[config.mk]
export PLATFORM = sky130hd
export DESIGN_NAME = fragment_delta_stream_filter
export DESIGN_NICKNAME = d
export VERILOG_FILES = /design/src/design/fdsf_pkg.sv /design/src/design/fdsf_decode.sv /design/src/design/fdsf_filter.sv /design/src/design/fragment_delta_stream_filter.sv
export SDC_FILE = /design/constraint.sdc
export NUM_CORES = 1
export LEC_CHECK = 0
export ABC_AREA = 1
export BUFFER_PORTS_ARGS = -buffer_cell sky130_fd_sc_hd__buf_2
export CORE_MARGIN = 2
export CORE_UTILIZATION = 30
export CTS_BUF_LIST = sky130_fd_sc_hd__clkbuf_8 sky130_fd_sc_hd__clkbuf_16
export DETAILED_ROUTE_END_ITERATION = 10
export GPL_TIMING_DRIVEN = 0
export SKIP_LAST_GASP = 1
export SLEW_MARGIN = 30
export SYNTH_ARGS = -nofsm -noshare
export SYNTH_HDL_FRONTEND = slang
export SYNTH_SLANG_ARGS = --single-unit
[constraint.sdc]
create_clock -name i_clk -period 13.56 [get_ports i_clk]
set_clock_uncertainty 0.15 [all_clocks]
set_input_delay 2.712 -clock i_clk [delete_from_list [all_inputs] [get_ports i_clk]]
set_output_delay 2.712 -clock i_clk [all_outputs]
set_load 0.05 [all_outputs]
[src/design/fdsf_pkg.sv]
package fdsf_pkg;

    localparam logic [15:0] ESCAPE_WORD = 16'hFFFF;

    typedef enum logic [2:0] {
        CFG_DESIRED_TILE   = 3'd0,
        CFG_TILE_MASK      = 3'd1,
        CFG_WINDOW_FIRST   = 3'd2,
        CFG_WINDOW_LAST    = 3'd3,
        CFG_START_POSITION = 3'd4,
        CFG_START_INDEX    = 3'd5
    } t_cfg_idx;

    typedef enum logic [1:0] {
        ST_FRAG = 2'd0,
        ST_PAST = 2'd1,
        ST_END  = 2'd2
    } t_status;

    // escape decoder phases
    typedef enum logic [3:0] {
        PH_IDLE = 4'b0001,
        PH_HIGH = 4'b0010,
        PH_MID  = 4'b0100,
        PH_LOW  = 4'b1000
    } t_phase;

    // decoded record passed from decoder to filter (position travels apart)
    typedef struct packed {
        logic        is_end;
        logic [15:0] len;
        logic [15:0] tile;
        logic [31:0] number;
    } t_rec;

    // filter settings
    typedef struct packed {
        logic [15:0] desired_tile;
        logic [15:0] tile_mask;
        logic [47:0] window_first;
        logic [47:0] window_last;
    } t_win;

    typedef struct packed {
        t_status     status;
        logic [47:0] start;
        logic [15:0] len;
        logic [31:0] number;
        logic [15:0] tile;
    } t_res;

endpackage

[src/design/fdsf_decode.sv]
module fdsf_decode #(
    parameter int POS_WIDTH = 48
) (
    input  logic                   i_clk,
    input  logic                   i_rst_n,
    input  logic                   i_cfg_we,
    input  fdsf_pkg::t_cfg_idx     i_cfg_addr,
    input  logic [47:0]            i_cfg_data,
    input  logic                   i_valid,
    input  logic [15:0]            i_word,
    input  logic [15:0]            i_len,
    input  logic [15:0]            i_tile,
    input  logic                   i_end,
    output logic                   o_ready,
    output logic                   o_valid,
    output fdsf_pkg::t_rec         o_rec,
    output logic [POS_WIDTH-1:0]   o_pos,
    input  logic                   i_ready
);
    import fdsf_pkg::*;

    localparam int SW = ((POS_WIDTH > 48) ? POS_WIDTH : 48) + 1;

    // input register
    logic                 r_in_v;
    logic [15:0]          r_word;
    logic [15:0]          r_len;
    logic [15:0]          r_tile;
    logic                 r_end;

    // decoder state
    logic [POS_WIDTH-1:0] r_acc;
    logic [31:0]          r_cnt;
    t_phase               r_phase;
    logic [31:0]          r_hi;
    logic [15:0]          r_hlen;
    logic [15:0]          r_htile;

    // decoded register
    logic                 r_mid_v;
    t_rec                 r_rec;
    logic [POS_WIDTH-1:0] r_pos;

    logic                 en_mid;
    logic                 take;
    logic                 n_emit;
    t_phase               n_phase;
    logic [47:0]          delta;
    logic [15:0]          rec_len;
    logic [15:0]          rec_tile;
    logic [SW-1:0]        sum;
    logic [POS_WIDTH-1:0] n_acc;
    logic [31:0]          n_cnt;
    logic [SW-1:0]        cfg_ext;
    logic [POS_WIDTH-1:0] cfg_pos;

    assign en_mid  = !r_mid_v || i_ready;
    assign take    = r_in_v && en_mid;
    assign o_ready = !r_in_v || en_mid;
    assign o_valid = r_mid_v;
    assign o_rec   = r_rec;
    assign o_pos   = r_pos;

    always_comb begin
        n_emit   = 1'b0;
        n_phase  = r_phase;
        delta    = 48'(r_word);
        rec_len  = r_len;
        rec_tile = r_tile;
        if (r_end) begin
            n_emit  = 1'b1;
            n_phase = PH_IDLE;
        end else begin
            case (r_phase)
                PH_IDLE: begin
                    if (r_word != ESCAPE_WORD) begin
                        n_emit = 1'b1;
                    end else begin
                        n_phase = PH_HIGH;
                    end
                end
                PH_HIGH: n_phase = PH_MID;
                PH_MID:  n_phase = PH_LOW;
                PH_LOW: begin
                    n_emit   = 1'b1;
                    n_phase  = PH_IDLE;
                    delta    = {r_hi, r_word};
                    rec_len  = r_hlen;
                    rec_tile = r_htile;
                end
                default: n_phase = PH_IDLE;
            endcase
        end
    end

    // saturating position add and fragment count
    assign sum   = SW'(r_acc) + SW'(delta);
    assign n_acc = (|sum[SW-1:POS_WIDTH]) ? {POS_WIDTH{1'b1}} : sum[POS_WIDTH-1:0];
    assign n_cnt = (r_cnt != 32'hFFFF_FFFF) ? r_cnt + 32'd1 : r_cnt;

    assign cfg_ext = SW'(i_cfg_data);
    assign cfg_pos = (|cfg_ext[SW-1:POS_WIDTH]) ? {POS_WIDTH{1'b1}}
                                                 : cfg_ext[POS_WIDTH-1:0];

    always_ff @(posedge i_clk) begin
        if (!i_rst_n) begin
            r_in_v  <= 1'b0;
            r_mid_v <= 1'b0;
            r_acc   <= '0;
            r_cnt   <= '0;
            r_phase <= PH_IDLE;
            r_hi    <= '0;
            r_hlen  <= '0;
            r_htile <= '0;
        end else begin
            if (o_ready) begin
                r_in_v <= i_valid;
            end
            if (en_mid) begin
                r_mid_v <= take && n_emit;
            end
            if (take) begin
                r_phase <= n_phase;
                if (!r_end) begin
                    case (r_phase)
                        PH_IDLE: begin
                            if (r_word == ESCAPE_WORD) begin
                                r_hlen  <= r_len;
                                r_htile <= r_tile;
                            end else begin
                                r_acc <= n_acc;
                                r_cnt <= n_cnt;
                            end
                        end
                        PH_HIGH: r_hi <= {r_word, 16'h0000};
                        PH_MID:  r_hi <= {r_hi[31:16], r_word};
                        PH_LOW: begin
                            r_acc <= n_acc;
                            r_cnt <= n_cnt;
                        end
                        default: ;
                    endcase
                end
            end else if (i_cfg_we) begin
                case (i_cfg_addr)
                    CFG_START_POSITION: r_acc <= cfg_pos;
                    CFG_START_INDEX:    r_cnt <= i_cfg_data[31:0];
                    default: ;
                endcase
            end
        end
    end

    always_ff @(posedge i_clk) begin
        if (o_ready && i_valid) begin
            r_word <= i_word;
            r_len  <= i_len;
            r_tile <= i_tile;
            r_end  <= i_end;
        end
        if (take && n_emit) begin
            r_rec.is_end <= r_end;
            r_rec.len    <= rec_len;
            r_rec.tile   <= rec_tile;
            r_rec.number <= r_cnt;
            r_pos        <= n_acc;
        end
    end

endmodule

[src/design/fdsf_filter.sv]
module fdsf_filter #(
    parameter int POS_WIDTH = 48
) (
    input  logic                 i_clk,
    input  logic                 i_rst_n,
    input  fdsf_pkg::t_win       i_win,
    input  logic                 i_valid,
    input  fdsf_pkg::t_rec       i_rec,
    input  logic [POS_WIDTH-1:0] i_pos,
    output logic                 o_ready,
    output logic                 o_valid,
    output fdsf_pkg::t_res       o_res,
    input  logic                 i_ready
);
    import fdsf_pkg::*;

    localparam int CW = ((POS_WIDTH > 48) ? POS_WIDTH : 48) + 1;

    logic          r_out_v;
    t_res          r_res;
    logic [CW-1:0] pos_x;
    logic [CW-1:0] end_x;
    logic [CW-1:0] first_x;
    logic          tile_miss;
    logic          before_win;
    logic          past_end;
    logic          keep;
    t_res          n_res;

    assign o_ready = !r_out_v || i_ready;
    assign o_valid = r_out_v;
    assign o_res   = r_res;

    assign pos_x      = CW'(i_pos);
    assign first_x    = CW'(i_win.window_first);
    assign end_x      = pos_x + CW'(i_rec.len);
    assign tile_miss  = (i_rec.tile & i_win.tile_mask) != i_win.desired_tile;
    // dropped when it starts before the window and ends at or before the window start
    assign before_win = (pos_x < first_x) && (end_x <= first_x);
    assign past_end   = pos_x > CW'(i_win.window_last);
    assign keep       = i_rec.is_end || (!tile_miss && !before_win);

    always_comb begin
        n_res = '0;
        if (i_rec.is_end) begin
            n_res.status = ST_END;
        end else if (past_end) begin
            n_res.status = ST_PAST;
        end else begin
            n_res.status = ST_FRAG;
            n_res.start  = 48'(i_pos);
            n_res.len    = i_rec.len;
            n_res.number = i_rec.number;
            n_res.tile   = i_rec.tile;
        end
    end

    always_ff @(posedge i_clk) begin
        if (!i_rst_n) begin
            r_out_v <= 1'b0;
        end else if (o_ready) begin
            r_out_v <= i_valid && keep;
        end
    end

    always_ff @(posedge i_clk) begin
        if (o_ready && i_valid && keep) begin
            r_res <= n_res;
        end
    end

endmodule

[src/design/fragment_delta_stream_filter.sv]
// Delta-coded fragment position decoder and window/tile filter.
// Slave channel: one 16-bit position word per request, with the record's
// length and tile (sampled on the record's first word) and a stream-end
// flag in tuser. The word 0xFFFF escapes: the next three words carry a
// 48-bit delta, high word first. Each record advances the saturating
// position and fragment counters.
// Master channel: one result per kept record or stream end; tuser holds the
// status (fragment, past window end, stream ended).
// Throughput: one word per cycle while the receiver keeps up. The path is
// input register, decode register (position add), result register (window
// and tile compares), which drives the master channel.
// Each stage loads whenever it is empty or the next stage takes its
// contents, so bubbles are squeezed out and a stalled receiver only stops
// the input after all three registers are full.
// Reset clears the pipeline, the escape state and the counters, and loads
// the registers with their defaults (window end all ones). Configuration
// writes must be issued only while the pipeline is empty; writing the start
// position or start index also loads the position or fragment counter.
module fragment_delta_stream_filter #(
    parameter int POS_WIDTH = 48
) (
    input  logic                i_clk,
    input  logic                i_rst_n,
    input  logic                i_cfg_we,
    input  fdsf_pkg::t_cfg_idx  i_cfg_addr,
    input  logic [47:0]         i_cfg_data,
    input  logic                i_s_tvalid,
    output logic                o_s_tready,
    input  logic [47:0]         i_s_tdata,   // pos_word, frag_length, frag_tile
    input  logic                i_s_tuser,   // stream_end
    output logic                o_m_tvalid,
    input  logic                i_m_tready,
    output logic [111:0]        o_m_tdata,   // frag_start, frag_length_out,
                                             // frag_number, frag_tile_out
    output logic [1:0]          o_m_tuser    // status
);
    import fdsf_pkg::*;

    t_win                 r_win;
    logic                 mid_valid;
    logic                 mid_ready;
    t_rec                 mid_rec;
    logic [POS_WIDTH-1:0] mid_pos;
    t_res                 res;

    always_ff @(posedge i_clk) begin
        if (!i_rst_n) begin
            r_win.desired_tile <= '0;
            r_win.tile_mask    <= '0;
            r_win.window_first <= '0;
            r_win.window_last  <= '1;
        end else if (i_cfg_we) begin
            case (i_cfg_addr)
                CFG_DESIRED_TILE: r_win.desired_tile <= i_cfg_data[15:0];
                CFG_TILE_MASK:    r_win.tile_mask    <= i_cfg_data[15:0];
                CFG_WINDOW_FIRST: r_win.window_first <= i_cfg_data;
                CFG_WINDOW_LAST:  r_win.window_last  <= i_cfg_data;
                default: ;
            endcase
        end
    end

    fdsf_decode #(
        .POS_WIDTH (POS_WIDTH)
    ) u_decode (
        .i_clk      (i_clk),
        .i_rst_n    (i_rst_n),
        .i_cfg_we   (i_cfg_we),
        .i_cfg_addr (i_cfg_addr),
        .i_cfg_data (i_cfg_data),
        .i_valid    (i_s_tvalid),
        .i_word     (i_s_tdata[15:0]),
        .i_len      (i_s_tdata[31:16]),
        .i_tile     (i_s_tdata[47:32]),
        .i_end      (i_s_tuser),
        .o_ready    (o_s_tready),
        .o_valid    (mid_valid),
        .o_rec      (mid_rec),
        .o_pos      (mid_pos),
        .i_ready    (mid_ready)
    );

    fdsf_filter #(
        .POS_WIDTH (POS_WIDTH)
    ) u_filter (
        .i_clk   (i_clk),
        .i_rst_n (i_rst_n),
        .i_win   (r_win),
        .i_valid (mid_valid),
        .i_rec   (mid_rec),
        .i_pos   (mid_pos),
        .o_ready (mid_ready),
        .o_valid (o_m_tvalid),
        .o_res   (res),
        .i_ready (i_m_tready)
    );

    assign o_m_tdata = {res.tile, res.number, res.len, res.start};
    assign o_m_tuser = res.status;

endmodule

## After elaboration in Yosys (flattened, before gate mapping)

Index checks and enable logic that the tools add are counted.
W data, S select, Z words.

- Add/subtract/negate cells: 3
- $mul: 0
- Divide/modulo/power cells: 0
- $lt $le $gt $ge: 3
- Equal/unequal tests: 17
- Shift-type cells: 0
- Multiplexer cells: 28
- Bitwise operators: 3
- Reductions and logical operators: 33

Operators with widths:

| cell | number |
|---|---|
| $mux W48 | 8 |
| $mux W32 | 6 |
| $pmux W32 S2 | 2 |
| $pmux W48 S2 | 1 |
| $mux W16 | 4 |
| $add A48 B16 Y49 | 1 |
| $add A48 B48 Y49 | 1 |
| $le A49 B48 Y1 | 1 |
| $gt A48 B48 Y1 | 1 |
| $lt A48 B48 Y1 | 1 |
| $add A32 B1 Y32 const B | 1 |
| $ne A32 B32 Y1 const B | 1 |
| $and A16 B16 Y16 | 1 |
| $eq A16 B16 Y1 const B | 1 |
| $ne A16 B16 Y1 | 1 |
| $ne A16 B16 Y1 const B | 1 |
| $pmux W4 S3 | 1 |
| $reduce_and A2 Y1 | 5 |
| $reduce_and A5 Y1 | 2 |
| $logic_and A1 B1 Y1 | 8 |
| $mux W4 | 2 |
| $reduce_and A4 Y1 | 2 |
| $reduce_bool A2 Y1 | 4 |
| $eq A3 B2 Y1 const B | 2 |
| other kinds (17) | 29 |

- Flip-flop bits (word level): 555
- Latch bits: 0
- Bits in writable memories: 0
- ROM bits: 0
- Bits of input ports: 105
- Output and inout port bits: 116
- Word-level logic and storage cells: 115
- Memories kept: 0

## Logic depth before layout (Yosys ltp)

- Word-level depth: 9
- Gate-level depth with buffers: 30
- Gate-level depth less buffers: 30

## Modules after synthesis

From an unflattened synthesis, not the netlist that was laid out.

- Cells, all modules: 4,292
- Area, all modules: 31,916.9 um^2

Modules (own cells, without submodules):

| module | times used | cells each | area each (um^2) | seq. area each (um^2) |
|---|---|---|---|---|
| fdsf_decode | 1 | 2,365 | 17,146.4 | 7,867.5 |
| fdsf_filter | 1 | 1,222 | 9,806.9 | 3,443.3 |
| fragment_delta_stream_filter | 1 | 705 | 4,963.5 | 2,562.5 |

## Worst setup path before layout

OpenSTA, ideal clock, no wires.

- Kind: input-to-reg
- From: input i_m_tready
- To: register u_decode.r_pos[0] (netlist: u_decode.o_pos[0]), enable pin
- Setup time: 0.654 ns
- Arrival time: 9.124 ns
- Data required time: 12.756 ns
- Setup slack: 3.632 ns
- Stages: 6
- Path buffers: 2
- Cells stage by stage: nor2_1 nand2_1 nand2_1 clkbuf_1 clkbuf_1 a31oi_1

- Longest elaborated chain between the ends: 4

Ends and longest elaborated chain:

| what | RTL line | text |
|---|---|---|
| from (decl) | fragment_delta_stream_filter.sv:32 | `input logic i_m_tready,` |
| $logic_or A1 B1 Y1 | fdsf_filter.sv:30 | `assign o_ready = !r_out_v \|\| i_ready;` |
| $logic_or A1 B1 Y1 | fdsf_decode.sv:57 | `assign en_mid = !r_mid_v \|\| i_ready;` |
| $logic_and A1 B1 Y1 | fdsf_decode.sv:58 | `assign take = r_in_v && en_mid;` |
| $logic_and A1 B1 Y1 | fdsf_decode.sv:161 | `if (take && n_emit) begin` |
| to (signal assigned) | fdsf_decode.sv:166 | `r_pos <= n_acc;` |
| to (decl) | fdsf_decode.sv:42 | `logic [POS_WIDTH-1:0] r_pos;` |

No other way between the ends.
A chain may end at the register's enable or synchronous reset.

## Worst setup path after layout

- From: register u_decode.r_pos[0] (netlist: u_decode.o_pos[0])
- To: register u_filter.r_res, in the netlist u_filter.o_res[38], enable pin

- Longest elaborated chain between the ends: 7
- Elaborated cells between the ends (all ways): 8
- Classes of those cells: add/sub: 1; order compare: 2; reduce/logical: 5

Ends and longest elaborated chain:

| what | RTL line | text |
|---|---|---|
| $add A48 B16 Y49 | fdsf_filter.sv:36 | `assign end_x = pos_x + CW'(i_rec.len);` |
| $le A49 B48 Y1 | fdsf_filter.sv:39 | `assign before_win = (pos_x < first_x) && (end_x <= first_x);` |
| $logic_and A1 B1 Y1 * | fdsf_filter.sv:39 |  |
| $logic_not A1 Y1 * | fdsf_filter.sv:41 | `assign keep = i_rec.is_end \|\| (!tile_miss && !before_win);` |
| $logic_and A1 B1 Y1 * | fdsf_filter.sv:41 |  |
| $logic_or A1 B1 Y1 * | fdsf_filter.sv:41 |  |
| $logic_and A1 B1 Y1 * | fdsf_filter.sv:67 | `if (o_ready && i_valid && keep) begin` |
| to (signal assigned) | fdsf_filter.sv:68 | `r_res <= n_res;` |
| to (decl) | fdsf_filter.sv:20 | `t_res r_res;` |

Every way passes the cells marked *; elsewhere a longest branch is shown, timed or not.

==> run metrics <==
Mean Syn Cell Area roughly 8.2 um2; initial antenna violation count 21; WP data required 13740 ps; Crit-path slowest cell nor2_4; drt drc 0; sequential area share after synthesis 0.471; relative slew slack 0.281; unrepaired setup endpoints after global routing false; area added between synthesis and finish 16.9%; hold path depth 2; post-CTS sizing 0; max-slew violations 0; largest net degree at the start of global routing 50; Worst Reg-to-Reg Cells 35; Yosys warning total 0; vias in the first global route approximately 24000; Critical Path AT 7010 ps; core region area 97000 um2; hold wc startpoint u_decode.r_htile[12]; hold-fix buffers at CTS 0; DRT Wirelength 100 mm; cell taking the most area after synthesis edfxtp_1; Critical Path Max Stage Delay 540 ps; status finished clean; asr flop ratio synth 0; WP depth 35; GR Util All Layers 0.196; max_cap viols 0; htree depth 2; delay-heaviest family, CP simple AND/OR/NAND/NOR gates; Fillers 10100; via/cell ratio slightly below 5; synth unique cells 51; multi-input logic area 13300 um2; CP dominant cell by count nand2_1; Remaining Overflow, GRT 0; largest buffer count on any clock path 3; Synth Cell Area ~30000 um2; final instance area 34400 um2; Vias between 20000 and 30000; Hold WC Path Type reg -> reg; Final Util 0.355; Peak VDD IR 0.100 mV; total iterations of the first detailed-routing run 5; top cell type's share of synthesized area 0.281; Layout Nets 4187; r2r startpoint u_decode.o_pos[0]; Post-DP HPWL between 80 and 90 mm; #FFs+latches synth approximately 560; Post-synth EDFFs around 280; Synth Flop Type dfxtp_1; clock latency at the later pin of the worst-skew pair approximately 660 ps; total power divided by cell area 118 nW/um2; GPL Wtd Cong about 1; synth top area cells edfxtp_1, dfxtp_1, ha_1; ANT nets after route 0; Initial Util 0.304; die height 317 um; Post-Synthesis Net Count 3897; Rows 114; Final Setup Violations 0; final worst slack 6730 ps; crit share post-route 0.504; Worst Setup Start Kind register; leak pwr 14.4 nW; first-pass GRT wire length 148 mm; dpl ws 6720 ps; Pwr Total slightly above 4 mW; initial DRC count 2190; setup TNS 0 ps; Setup CP Type reg -> reg; WP buf/inv 9; Worst setup EP type register; postcts setup bufs 0; flop2flop setup slack 6730 ps; DP Area between 30000 and 40000 um2; CTS Sinks 555; clock slew at reported path FFs 70 ps; CTS tree yes; count leader, synth nand2_1; area occupied by registers 13900 um2; CTS buffer count 57; clock period minus worst slack 6830 ps; IO Pins 221; fmax 0.146 GHz; per-cell routed wire length 19.2 um; Final Hold Viols 0; Post-Syn Instances around 3600; Die X ~320 um; highest net fanout along the worst path 24; Port Buffers 220; die area 101000 um2; synth cell count leaders nand2_1, inv_1, nor2_1, a21oi_1, o21ai_0; crit path launch u_decode.o_pos[0]; CTS root buf clkbuf_16; share of cells above drive strength 1 0.101; Worst Tran Pin Value 1070 ps
## report_power, final
group | switching [mW] | leakage, nW | total (mW) | internal [mW]
clock | 0.721 | 0.985 | 1.64 | 0.923
combinational | 0.350 | 8.58 | 0.513 | 0.163
sequential | 0.0599 | 4.86 | 1.90 | 1.84
total | 1.13 | 14.4 | 4.05 | 2.92
## layer usage
metal | vias up | wire [um] | global-route usage
met5 | - | 119 | 0
met1 | 11900 | 43700 | 0.257
met3 | 194 | 6620 | 0.0358
met2 | 757 | 45000 | 0.312
li1 | 12600 | - | -
met4 | 20 | 4830 | 0.0904
## layout by cell type (no fill, tap or decap), types with 7 or more instances in the layout
cell,count
o21ai_1,9
or2_2,27
diode_2,11
clkinvlp_4,7
nor3_1,47
buf_16,7
o211ai_1,9
nor2_1,456
clkbuf_16,62
edfxtp_1,276
xnor2_1,27
clkbuf_1,102
nor4_1,18
a31oi_1,39
ha_1,208
xor2_1,74
a21oi_1,338
a211oi_1,50
o21a_1,12
o21ai_0,297
clkinv_2,15
inv_1,485
a21o_1,13
dfxtp_1,279
nand4_1,34
nand2_1,597
nand3_1,110
buf_2,234
## worst paths after layout
path | end
worst min-delay path | u_decode.r_htile[12]
worst min register to register | u_decode.r_htile[12]
worst max register to register | u_filter.o_res[38]
worst max-delay path | u_filter.o_res[38]
## layout make-up
class                   instances  area share
multi-input cells            2419       0.386
inverters                     483      0.0527
clock buffers                  64      0.0459
clock inverters                44      0.0116
diodes                         11    0.000799
well taps                    1276      0.0464
plain buffers                 125      0.0149
repair buffers                231      0.0393
flip-flops and latches        555       0.403
## kinds of logic after synthesis
logic type	after synthesis	synth area share
XOR/XNOR	101	0.0300
flip-flops	555	0.471
buffers and inverters	608	0.0789
adder cells (fa/ha/maj)	210	0.0897
AND/OR/NAND/NOR	1312	0.184
AO/OA/AOI/OAI	796	0.147
## worst reg2reg max path, delay by kind of cell (launching register included)
family	cells	cell delay (ps)
xor+xnor	1	160
buf+inv	9	1360
simple gates	22	3550
fa+ha+maj	3	880
flops	1	400
## flip-flops by register name, summed over array words and instances (netlist names)
signal / flops
u_decode.r_acc: 48
u_decode.r_hi: 32
u_decode.o_pos: 48
u_decode.r_in_v: 1
u_decode.r_tile: 16
u_decode.r_len: 16
u_decode.o_valid: 1
u_decode.r_end: 1
u_decode.r_hlen: 16
u_decode.r_cnt: 32
u_filter.o_res: 114
u_decode.r_phase: 4
u_decode.r_word: 16
u_filter.o_valid: 1
u_decode.o_rec: 65
r_win: 128
u_decode.r_htile: 16
## per-stage QoR
stage	instances	hold slack (ps)
floorplan	3582	285
global placement	5078	295
detailed placement	5089	297
CTS	5197	311
global route	5203	331
finish	5208	309
No activity file was read; power rests on OpenSTA's default activity.
